===== config.mk =====
export PLATFORM = sky130hd
export DESIGN_NAME = resize_ratio_register_encoder_flat
export DESIGN_NICKNAME = d
export VERILOG_FILES = /design/src/hw/rtl/rri_pkg.sv /design/src/hw/rtl/rri_if.sv /design/src/hw/rtl/resize_ratio_register_encoder.sv /design/src/flat_wrapper.sv
export SDC_FILE = /design/constraint.sdc
export NUM_CORES = 1
export LEC_CHECK = 0
export BUFFER_PORTS_ARGS = -buffer_cell sky130_fd_sc_hd__buf_2
export CAP_MARGIN = 20
export CORE_UTILIZATION = 62
export CTS_BUF_LIST = sky130_fd_sc_hd__clkbuf_4
export CTS_CLUSTER_SIZE = 40
export DETAILED_ROUTE_END_ITERATION = 10
export PLACE_DENSITY = 0.85
export SLEW_MARGIN = 10
export SYNTH_ARGS = -nofsm -noshare
export SYNTH_HDL_FRONTEND = slang
export SYNTH_SLANG_ARGS = --single-unit

===== constraint.sdc =====
create_clock -name clk_i -period 6.8 [get_ports clk_i]
set_input_delay 1.36 -clock clk_i [delete_from_list [all_inputs] [get_ports clk_i]]
set_output_delay 1.36 -clock clk_i [all_outputs]
set_load 0.05 [all_outputs]

===== src/hw/rtl/rri_pkg.sv =====
// ----------------------------------------------------------------------------
// rri_pkg
// Types and constants shared by the resize ratio register encoder files.
// ----------------------------------------------------------------------------
`timescale 1ns / 1ps
`default_nettype none

package rri_pkg;

  // field widths of one input word and of the register images
  localparam int unsigned SIZE_IN_W  = 12;
  localparam int unsigned SIZE_DST_W = 16;
  localparam int unsigned CLIP_W     = 16;
  localparam int unsigned HALF_W     = 16;
  localparam int unsigned WORD_W     = 32;

  // ratio register holds the saturated value plus one carry bit
  localparam int unsigned RATIO_W = 33;
  localparam logic [RATIO_W-1:0] RATIO_SAT = 33'h0_FFFF_FFFF;

  // compact variant rounding: low bits and the step between levels
  localparam logic [2:0]         ROUND_MASK = 3'h7;
  localparam logic [RATIO_W-1:0] ROUND_STEP = 33'd8;

  // passband: base 64 as a shift, flat value and divide-by-zero guard
  localparam int unsigned       PB_BASE_LOG = 6;
  localparam logic [HALF_W-1:0] PB_FLAT     = 16'd64;
  localparam logic [HALF_W-1:0] PB_GUARD    = 16'hFFFF;

  // axis codes
  localparam logic AXIS_HORZ = 1'b0;
  localparam logic AXIS_VERT = 1'b1;

  // sequencer states
  typedef enum logic [2:0] {
    ST_IDLE,
    ST_DIV1,
    ST_ROUND,
    ST_PBSEL,
    ST_DIV2,
    ST_FINISH
  } state_e;

endpackage

`default_nettype wire


===== src/hw/rtl/rri_if.sv =====
// ----------------------------------------------------------------------------
// rri_if
// Valid/ready channels carrying the job word in and the register images out.
// ----------------------------------------------------------------------------
`timescale 1ns / 1ps
`default_nettype none

interface rri_in_if import rri_pkg::*; ();
  logic                  valid;
  logic                  ready;
  logic                  axis;
  logic [SIZE_IN_W-1:0]  size_in;
  logic [SIZE_DST_W-1:0] size_dst;
  logic [CLIP_W-1:0]     clip_len;

  modport source (output valid, output axis, output size_in, output size_dst,
                  output clip_len, input ready);
  modport sink   (input valid, input axis, input size_in, input size_dst,
                  input clip_len, output ready);
endinterface

interface rri_out_if import rri_pkg::*; ();
  logic              valid;
  logic              ready;
  logic [WORD_W-1:0] scale_word;
  logic [WORD_W-1:0] clip_word;
  logic [WORD_W-1:0] passband_word;

  modport source (output valid, output scale_word, output clip_word,
                  output passband_word, input ready);
  modport sink   (input valid, input scale_word, input clip_word,
                  input passband_word, output ready);
endinterface

`default_nettype wire


===== src/hw/rtl/resize_ratio_register_encoder.sv =====
// ----------------------------------------------------------------------------
// resize_ratio_register_encoder
// Scale ratio, clip and passband register images for one axis per word,
// built on one shared restoring divider under a small sequencer.
// ----------------------------------------------------------------------------
//  channel   dir  handshake       payload
//  in_i      in   valid/ready     axis, size_in, size_dst, clip_len
//  out_o     out  valid/ready     scale_word, clip_word, passband_word
//  cfg       in   cfg_we_i        cfg_wdata_i (compact_variant)
//
//  the shared divider, one quotient bit a cycle, is used for the ratio
//  then the passband; either divide can be skipped.
//  in_i.ready is high only while the sequencer is idle.
//  the register images double as the output register: a new word is taken
//  while a result waits, and its images are written once out_o is free.
//  reset clears the images, the variant bit and the sequencer.
// ----------------------------------------------------------------------------
`timescale 1ns / 1ps
`default_nettype none

module resize_ratio_register_encoder import rri_pkg::*; #(
  parameter int unsigned FRAC_BITS = 12
) (
  input  logic      clk_i,
  input  logic      rst_ni,
  input  logic      cfg_we_i,
  input  logic      cfg_wdata_i,
  rri_in_if.sink    in_i,
  rri_out_if.source out_o
);

  localparam int unsigned DvdW = SIZE_IN_W + FRAC_BITS;
  localparam int unsigned CntW = $clog2(DvdW + 1);

  state_e state_q, state_d;

  logic [CntW-1:0]       cnt_q, cnt_d;
  logic [DvdW-1:0]       dvd_q, dvd_d;
  logic [RATIO_W-1:0]    dvs_q, dvs_d;
  logic [RATIO_W-1:0]    rem_q, rem_d;
  logic [RATIO_W-1:0]    ratio_q, ratio_d;
  logic [HALF_W-1:0]     pb_q, pb_d;
  logic                  axis_q, axis_d;
  logic [SIZE_IN_W-1:0]  sin_q, sin_d;
  logic [SIZE_DST_W-1:0] sout_q, sout_d;
  logic [CLIP_W-1:0]     clip_q, clip_d;
  logic                  compact_q;
  logic [WORD_W-1:0]     scale_img_q, scale_img_d;
  logic [WORD_W-1:0]     clip_img_q, clip_img_d;
  logic [WORD_W-1:0]     pb_img_q, pb_img_d;
  logic                  out_valid_q, out_valid_d;

  // shared divider step: one restoring compare and subtract
  logic [RATIO_W:0]   trial;
  logic [RATIO_W:0]   diff;
  logic               fits;
  logic [DvdW-1:0]    dvd_step;
  logic [RATIO_W-1:0] rem_step;

  assign trial    = {rem_q, dvd_q[DvdW-1]};
  assign diff     = trial - {1'b0, dvs_q};
  assign fits     = (trial >= {1'b0, dvs_q});
  assign dvd_step = {dvd_q[DvdW-2:0], fits};
  assign rem_step = fits ? diff[RATIO_W-1:0] : trial[RATIO_W-1:0];

  // operand set-up for the ratio divide, straight from the input word
  logic [SIZE_IN_W-1:0] num_in;
  logic                 sout_small;

  assign num_in     = (in_i.size_in != '0) ? (in_i.size_in - SIZE_IN_W'(1)) : '0;
  assign sout_small = (in_i.size_dst < SIZE_DST_W'(2));

  // direction of the job
  logic scale_up;
  logic grow;
  logic same;

  assign scale_up = (sout_q > SIZE_DST_W'(sin_q));
  assign grow     = (sout_q >= SIZE_DST_W'(sin_q));
  assign same     = (sout_q == SIZE_DST_W'(sin_q));

  // compact variant rounding and the one-to-one override
  logic [RATIO_W-1:0] ratio_trunc;
  logic [RATIO_W-1:0] ratio_round;

  assign ratio_trunc = {ratio_q[RATIO_W-1:3], 3'b000};

  always_comb begin
    ratio_round = ratio_q;
    if (compact_q && ((ratio_q[2:0] & ROUND_MASK) != '0)) begin
      if (scale_up) begin
        ratio_round = (ratio_trunc >= ROUND_STEP) ? (ratio_trunc - ROUND_STEP) : '0;
      end else begin
        ratio_round = ratio_trunc + ROUND_STEP;
      end
    end
    if (same) begin
      ratio_round = '0;
    end
  end

  // passband gain from the mantissa range, as a shift of the dividend
  logic [RATIO_W-1:0] mant;
  logic [1:0]         k_log;
  logic [DvdW-1:0]    dvd_pb;

  assign mant = ratio_q >> FRAC_BITS;

  always_comb begin
    if (mant >= RATIO_W'(8) && mant < RATIO_W'(16)) begin
      k_log = 2'd2;
    end else if (mant >= RATIO_W'(4) && mant < RATIO_W'(8)) begin
      k_log = 2'd1;
    end else begin
      k_log = 2'd0;
    end
  end

  assign dvd_pb = DvdW'(1) << (FRAC_BITS + PB_BASE_LOG + int'(k_log));

  // handshakes
  logic in_fire;
  logic out_free;

  assign in_i.ready = (state_q == ST_IDLE);
  assign in_fire    = in_i.valid && in_i.ready;
  assign out_free   = !out_valid_q || out_o.ready;

  // next state
  always_comb begin
    state_d = state_q;
    case (state_q)
      ST_IDLE: begin
        if (in_i.valid) begin
          state_d = sout_small ? ST_ROUND : ST_DIV1;
        end
      end
      ST_DIV1: begin
        if (cnt_q == CntW'(1)) begin
          state_d = ST_ROUND;
        end
      end
      ST_ROUND: begin
        state_d = ST_PBSEL;
      end
      ST_PBSEL: begin
        state_d = (grow || ratio_q == '0) ? ST_FINISH : ST_DIV2;
      end
      ST_DIV2: begin
        if (cnt_q == CntW'(1)) begin
          state_d = ST_FINISH;
        end
      end
      ST_FINISH: begin
        if (out_free) begin
          state_d = ST_IDLE;
        end
      end
      default: begin
        state_d = ST_IDLE;
      end
    endcase
  end

  // datapath and image updates
  always_comb begin
    cnt_d       = cnt_q;
    dvd_d       = dvd_q;
    dvs_d       = dvs_q;
    rem_d       = rem_q;
    ratio_d     = ratio_q;
    pb_d        = pb_q;
    axis_d      = axis_q;
    sin_d       = sin_q;
    sout_d      = sout_q;
    clip_d      = clip_q;
    scale_img_d = scale_img_q;
    clip_img_d  = clip_img_q;
    pb_img_d    = pb_img_q;
    out_valid_d = out_valid_q && !out_o.ready;
    case (state_q)
      ST_IDLE: begin
        if (in_fire) begin
          axis_d  = in_i.axis;
          sin_d   = in_i.size_in;
          sout_d  = in_i.size_dst;
          clip_d  = in_i.clip_len;
          dvd_d   = {num_in, {FRAC_BITS{1'b0}}};
          dvs_d   = RATIO_W'(in_i.size_dst - SIZE_DST_W'(1));
          rem_d   = '0;
          cnt_d   = CntW'(DvdW);
          ratio_d = RATIO_SAT;
        end
      end
      ST_DIV1: begin
        dvd_d = dvd_step;
        rem_d = rem_step;
        cnt_d = cnt_q - CntW'(1);
        if (cnt_q == CntW'(1)) begin
          ratio_d = RATIO_W'(dvd_step);
        end
      end
      ST_ROUND: begin
        ratio_d = ratio_round;
      end
      ST_PBSEL: begin
        if (grow) begin
          pb_d = PB_FLAT;
        end else if (ratio_q == '0) begin
          pb_d = PB_GUARD;
        end else begin
          dvd_d = dvd_pb;
          dvs_d = ratio_q;
          rem_d = '0;
          cnt_d = CntW'(DvdW);
        end
      end
      ST_DIV2: begin
        dvd_d = dvd_step;
        rem_d = rem_step;
        cnt_d = cnt_q - CntW'(1);
        if (cnt_q == CntW'(1)) begin
          pb_d = dvd_step[HALF_W-1:0];
        end
      end
      ST_FINISH: begin
        if (out_free) begin
          out_valid_d = 1'b1;
          if (axis_q == AXIS_VERT) begin
            scale_img_d = {ratio_q[HALF_W-1:0], scale_img_q[HALF_W-1:0]};
            clip_img_d  = {clip_q, clip_img_q[HALF_W-1:0]};
            pb_img_d    = {pb_q, pb_img_q[HALF_W-1:0]};
          end else begin
            scale_img_d = {scale_img_q[WORD_W-1:HALF_W], ratio_q[HALF_W-1:0]};
            clip_img_d  = {clip_img_q[WORD_W-1:HALF_W], clip_q};
            pb_img_d    = {pb_img_q[WORD_W-1:HALF_W], pb_q};
          end
        end
      end
      default: begin
        cnt_d = '0;
      end
    endcase
  end

  // control state and register images
  always_ff @(posedge clk_i or negedge rst_ni) begin
    if (!rst_ni) begin
      state_q     <= ST_IDLE;
      cnt_q       <= '0;
      out_valid_q <= 1'b0;
      compact_q   <= 1'b0;
      scale_img_q <= '0;
      clip_img_q  <= '0;
      pb_img_q    <= '0;
    end else begin
      state_q     <= state_d;
      cnt_q       <= cnt_d;
      out_valid_q <= out_valid_d;
      scale_img_q <= scale_img_d;
      clip_img_q  <= clip_img_d;
      pb_img_q    <= pb_img_d;
      if (cfg_we_i) begin
        compact_q <= cfg_wdata_i;
      end
    end
  end

  // divider operands and job fields
  always_ff @(posedge clk_i) begin
    dvd_q   <= dvd_d;
    dvs_q   <= dvs_d;
    rem_q   <= rem_d;
    ratio_q <= ratio_d;
    pb_q    <= pb_d;
    axis_q  <= axis_d;
    sin_q   <= sin_d;
    sout_q  <= sout_d;
    clip_q  <= clip_d;
  end

  // result word
  assign out_o.valid         = out_valid_q;
  assign out_o.scale_word    = scale_img_q;
  assign out_o.clip_word     = clip_img_q;
  assign out_o.passband_word = pb_img_q;

`ifndef SYNTHESIS
  // a result only appears on leaving the finish state
  a_valid_from_finish: assert property (@(posedge clk_i) disable iff (!rst_ni)
    $rose(out_valid_q) |-> $past(state_q == ST_FINISH))
    else $error("result raised outside finish");

  // the divider never runs with an exhausted count
  a_div_count: assert property (@(posedge clk_i) disable iff (!rst_ni)
    (state_q == ST_DIV1 || state_q == ST_DIV2) |-> cnt_q != '0)
    else $error("divider running with zero count");

  // an accepted word always starts the sequencer
  a_accept_starts: assert property (@(posedge clk_i) disable iff (!rst_ni)
    in_fire |=> state_q != ST_IDLE)
    else $error("accepted word left sequencer idle");

  // a stalled result holds the next word in finish
  a_finish_waits: assert property (@(posedge clk_i) disable iff (!rst_ni)
    (state_q == ST_FINISH && out_valid_q && !out_o.ready) |=>
      (state_q == ST_FINISH && out_valid_q))
    else $error("finish left while result stalled");
`endif

endmodule

`default_nettype wire

===== src/flat_wrapper.sv =====
// flat-port wrapper written by rule: the top's interface ports become plain ports
module resize_ratio_register_encoder_flat import rri_pkg::*;
#(
  parameter int unsigned FRAC_BITS = 12
)
  (clk_i, rst_ni, cfg_we_i, cfg_wdata_i, in_i_valid, in_i_axis, in_i_size_in, in_i_size_dst, in_i_clip_len, in_i_ready, out_o_valid, out_o_scale_word, out_o_clip_word, out_o_passband_word, out_o_ready);
  rri_in_if in_i_i ();
  rri_out_if out_o_i ();
  input  logic clk_i;
  input  logic rst_ni;
  input  logic cfg_we_i;
  input  logic cfg_wdata_i;
  input wire logic [$bits(in_i_i.valid)-1:0] in_i_valid;
  input wire logic [$bits(in_i_i.axis)-1:0] in_i_axis;
  input wire logic [$bits(in_i_i.size_in)-1:0] in_i_size_in;
  input wire logic [$bits(in_i_i.size_dst)-1:0] in_i_size_dst;
  input wire logic [$bits(in_i_i.clip_len)-1:0] in_i_clip_len;
  output wire logic [$bits(in_i_i.ready)-1:0] in_i_ready;
  output wire logic [$bits(out_o_i.valid)-1:0] out_o_valid;
  output wire logic [$bits(out_o_i.scale_word)-1:0] out_o_scale_word;
  output wire logic [$bits(out_o_i.clip_word)-1:0] out_o_clip_word;
  output wire logic [$bits(out_o_i.passband_word)-1:0] out_o_passband_word;
  input wire logic [$bits(out_o_i.ready)-1:0] out_o_ready;
  assign in_i_i.valid = in_i_valid;
  assign in_i_i.axis = in_i_axis;
  assign in_i_i.size_in = in_i_size_in;
  assign in_i_i.size_dst = in_i_size_dst;
  assign in_i_i.clip_len = in_i_clip_len;
  assign in_i_ready = in_i_i.ready;
  assign out_o_valid = out_o_i.valid;
  assign out_o_scale_word = out_o_i.scale_word;
  assign out_o_clip_word = out_o_i.clip_word;
  assign out_o_passband_word = out_o_i.passband_word;
  assign out_o_i.ready = out_o_ready;
  resize_ratio_register_encoder #(.FRAC_BITS(FRAC_BITS)) u_core (.clk_i(clk_i), .rst_ni(rst_ni), .cfg_we_i(cfg_we_i), .cfg_wdata_i(cfg_wdata_i), .in_i(in_i_i), .out_o(out_o_i));
endmodule

==> results.json <==
{
  "yosys.area_share.xor_xnor_pct": 4.084,
  "slew_headroom_pct": 30.34,
  "hold_viol": 0,
  "total_power_w": 0.008281,
  "cap_viol_max_count": 0,
  "synth_compound_area_share_pct": 13.53,
  "worst-slew-pin-transition_ns": 1.042,
  "p_per_area_nw_per_um2": 479.6,
  "nNetsFinal": 1643,
  "post_cts.resized_instances": 0,
  "crit_path_max_fanout": 31,
  "initial_core_util_pct": 64.10,
  "synth_top_family_by_area": "compound AO/OA/AOI/OAI gates",
  "synthesis.yosys.warnings": 0,
  "first_global_vias": 11950,
  "first_pass_grt_wire_length_um": 61310,
  "synth.ff_latch_count": 290,
  "critical_path_arrival_ns": 4.49,
  "min_path_type": "reg -> reg",
  "static_leakage_nw": 7.866,
  "place_congestion": 0.9329,
  "tritoncts": "built",
  "clock-sinks": 290,
  "postCtsSetupBuffers": 0,
  "type_of_element_launching_the_critical_path": "flop",
  "fin_skew_ns": 0.03657,
  "cts_max_level": 3,
  "crit_chain": "ha_1 -> fa_1 -> nor2b_1 -> o21bai_1 -> a211o_1 -> a21o_1 -> a31o_2 -> a2111oi_2 -> or3_1 -> buf_4 -> nor2_1 -> a211oi_1",
  "ys_async_sr_fraction_pct": 36.55,
  "multiInputGateArea_um2": 6536,
  "commonest_register_cell_after_synthesis": "sky130_fd_sc_hd__edfxtp_1",
  "port_buffers": 148,
  "rsz0062_at_grt": "false",
  "track_usage_pct": 30.71,
  "setup.worst_path.class": "reg -> reg",
  "antenna_violating_nets_post_route": 0,
  "worst_path_largest_cell_delay_ns": 0.45,
  "cp-end-kind": "flop",
  "regArea_um2": 8178,
  "die_height_um": 158.7,
  "post_synth_and_or_nand_nor_area_fraction_pct": 12.66,
  "biggest_area_contributors_in_the_synthesized_netlist": "sky130_fd_sc_hd__edfxtp_1 36%, sky130_fd_sc_hd__dfrtp_1 17%, sky130_fd_sc_hd__mux2_2 7.0%, sky130_fd_sc_hd__ha_1 4.3%, sky130_fd_sc_hd__nand2_1 3.4%",
  "clock_latency_ns": 0.70,
  "postRouteWirelength_um": 38260,
  "vdd_drop_max_v": 0.0003147,
  "synthDominantAreaCellType": "sky130_fd_sc_hd__edfxtp_1",
  "syn-instance-count": 1373,
  "antenna_found_initial": 1,
  "outcome": "finished clean",
  "synthesis.nets": 1477,
  "final.min_clock_period_ns": 3.971,
  "grt_overflow_total": 0,
  "dr.pass1.iters": 8,
  "post-dp-hpwl_um": 25600,
  "crit_path_top_delay_cell": "sky130_fd_sc_hd__a2111oi_2",
  "avgRoutedWirePerCell_um": 19.96,
  "fmax_mhz": 251.8,
  "cts-root-to-sink-buffers": 3,
  "synth_seq_area_share_pct": 53.71,
  "synth-edff-count": 184,
  "iter_0_drt_violations": 1110,
  "ys_types": 72,
  "cts_root_buf": "sky130_fd_sc_hd__clkbuf_4",
  "setup_viol_count_final": 0,
  "vias_post_dr": 11743,
  "synth.avg_cell_area_um2": 11.09,
  "synth_top_area_share_pct": 36.29,
  "dieArea_um2": 25190,
  "worst_setup_hold_path_clk_slew_ns": 0.07,
  "final_layout_size_suffix_gt1_share_pct": 25.67,
  "cp_data_required_time_ns": 7.32,
  "drc_errors": 0,
  "timing.hold.ws_ns": 0.4990,
  "largest_net_degree_at_the_start_of_global_routing": 84,
  "io_pins": 149,
  "flow.area_growth_from_synthesis_pct": 13.40,
  "synthAdderAreaFrac_pct": 4.405,
  "die_w_um": 158.7,
  "min_period_over_period_pct": 58.40,
  "setup_tns_ns": 0,
  "post_drt_via_cell_ratio": 6.126,
  "nFillCells": 1603,
  "cts_made_buffers": 78,
  "synth.area.mux_share_pct": 7.815,
  "fp-row-count": 56,
  "design.core.area_um2": 23750,
  "holdBufCountCts": 0,
  "slew_viol_final": 0,
  "syn_area_um2": 15230
}
-- stage by stage --
stage                     std cells  util (%)  setup slack [ns]  instance area [µm²]
after detailed placement       1776     68.22             2.544                16200
after floorplan                1373         -             1.377                15230
final                          1917     72.69             2.829                17270
after global placement         1776     68.22             2.645                16200
after global routing           1917     72.69             2.536                17270
after CTS                      1914     72.41             2.826                17200
-- layer usage --
layer | wire, µm | GRT usage, % | vias up
li1 | - | - | 5389
met1 | 14770 | 38.12 | 5612
met2 | 18450 | 50.30 | 622
met3 | 3442 | 7.079 | 120
met4 | 1595 | 15.75 | 0
met5 | 0 | 0 | -
-- report_power, final --
group	internal, W	switching [W]
clock	0.000809	0.000737
combinational	0.00124	0.00245
sequential	0.00263	0.000419
total	0.00468	0.00360
-- critical path: cells and delay by family, from the launching register on --
family / cells / cell delay, ns
flops: 1 / 0.37
buf+inv: 1 / 0.40
simple gates: 3 / 0.70
compound gates: 6 / 1.64
fa+ha+maj: 2 / 0.65
-- kinds of logic after synthesis --
group,Yosys count
simple gates,390
compound gates,315
flops,290
buf+inv,147
mux,107
xor+xnor,71
fa+ha+maj,53
-- state kept, by name (all words and copies together), names as in the netlist, 24 cells and up --
name / cells
u_core.dvd_q: 24
u_core.dvs_q: 33
u_core.out_o.clip_word: 32
u_core.out_o.passband_word: 32
u_core.out_o.scale_word: 32
u_core.ratio_q: 33
u_core.rem_q: 33
-- synthesized netlist by cell type, types with 3 or more instances --
cell type	instances
sky130_fd_sc_hd__xor2_1	27
sky130_fd_sc_hd__nor4_1	14
sky130_fd_sc_hd__or4_1	3
sky130_fd_sc_hd__a21oi_1	94
sky130_fd_sc_hd__a211oi_1	12
sky130_fd_sc_hd__a211o_1	6
sky130_fd_sc_hd__nand4_1	17
sky130_fd_sc_hd__o21a_1	19
sky130_fd_sc_hd__nand2_1	139
sky130_fd_sc_hd__o22ai_1	6
sky130_fd_sc_hd__and2_1	18
sky130_fd_sc_hd__dfrtp_1	106
sky130_fd_sc_hd__nand2b_1	11
sky130_fd_sc_hd__nor2_1	61
sky130_fd_sc_hd__inv_1	71
sky130_fd_sc_hd__o211ai_1	3
sky130_fd_sc_hd__o2111a_1	3
sky130_fd_sc_hd__and4_1	6
sky130_fd_sc_hd__nor3_1	40
sky130_fd_sc_hd__mux2i_1	12
sky130_fd_sc_hd__a221oi_1	5
sky130_fd_sc_hd__and3_1	17
sky130_fd_sc_hd__ha_1	52
sky130_fd_sc_hd__buf_1	7
sky130_fd_sc_hd__nand3_1	15
sky130_fd_sc_hd__a221o_1	6
sky130_fd_sc_hd__o21ai_0	66
sky130_fd_sc_hd__clkbuf_1	58
sky130_fd_sc_hd__xnor2_1	44
sky130_fd_sc_hd__o31ai_1	11
sky130_fd_sc_hd__o21bai_1	4
sky130_fd_sc_hd__a21o_1	47
sky130_fd_sc_hd__nand3b_1	3
sky130_fd_sc_hd__or2_2	5
sky130_fd_sc_hd__or3_1	19
sky130_fd_sc_hd__mux2_2	95
sky130_fd_sc_hd__o311a_1	3
sky130_fd_sc_hd__buf_2	8
sky130_fd_sc_hd__a311oi_1	6
sky130_fd_sc_hd__edfxtp_1	184
sky130_fd_sc_hd__nor2b_1	11
-- final timing paths --
check                                                              to  slack (ns)  cells past startpoint                                        from
setup / recovery                       u_core.rem_q[10]$_SDFFCE_PP0P_        2.83                     12                   u_core.dvs_q[0]$_DFFE_PP_
hold reg to reg            u_core.out_o.passband_word[27]$_DFFE_PN0P_        0.50                      1  u_core.out_o.passband_word[27]$_DFFE_PN0P_
max in group asynchronous       u_core.out_o.clip_word[0]$_DFFE_PN0P_        5.27                      3                                      rst_ni
min in group asynchronous  u_core.out_o.passband_word[29]$_DFFE_PN0P_        0.56                      1                                      rst_ni
hold / removal             u_core.out_o.passband_word[27]$_DFFE_PN0P_        0.50                      1  u_core.out_o.passband_word[27]$_DFFE_PN0P_
setup reg to reg                       u_core.rem_q[10]$_SDFFCE_PP0P_        2.83                     12                   u_core.dvs_q[0]$_DFFE_PP_
-- area by class of cell --
type | instances | area share [%]
sequential | 290 | 47.36
multi-input combinational | 936 | 37.85
timing repair buffer | 162 | 5.145
clock buffer | 113 | 4.913
tap | 319 | 2.312
inverter | 71 | 1.543
clock inverter | 25 | 0.8551
antenna | 1 | 0.01449
-- cell usage in the layout (no fill, tap or decap), drive strengths merged, types with 44 or more instances in the layout --
cell    count
edfxtp    184
buf       162
nand2     140
clkbuf    113
dfrtp     106
mux2       95
a21oi      94
inv        73
o21ai      67
nor2       62
ha         52
a21o       47
xnor2      44
Power figures use the tool's default switching activity.
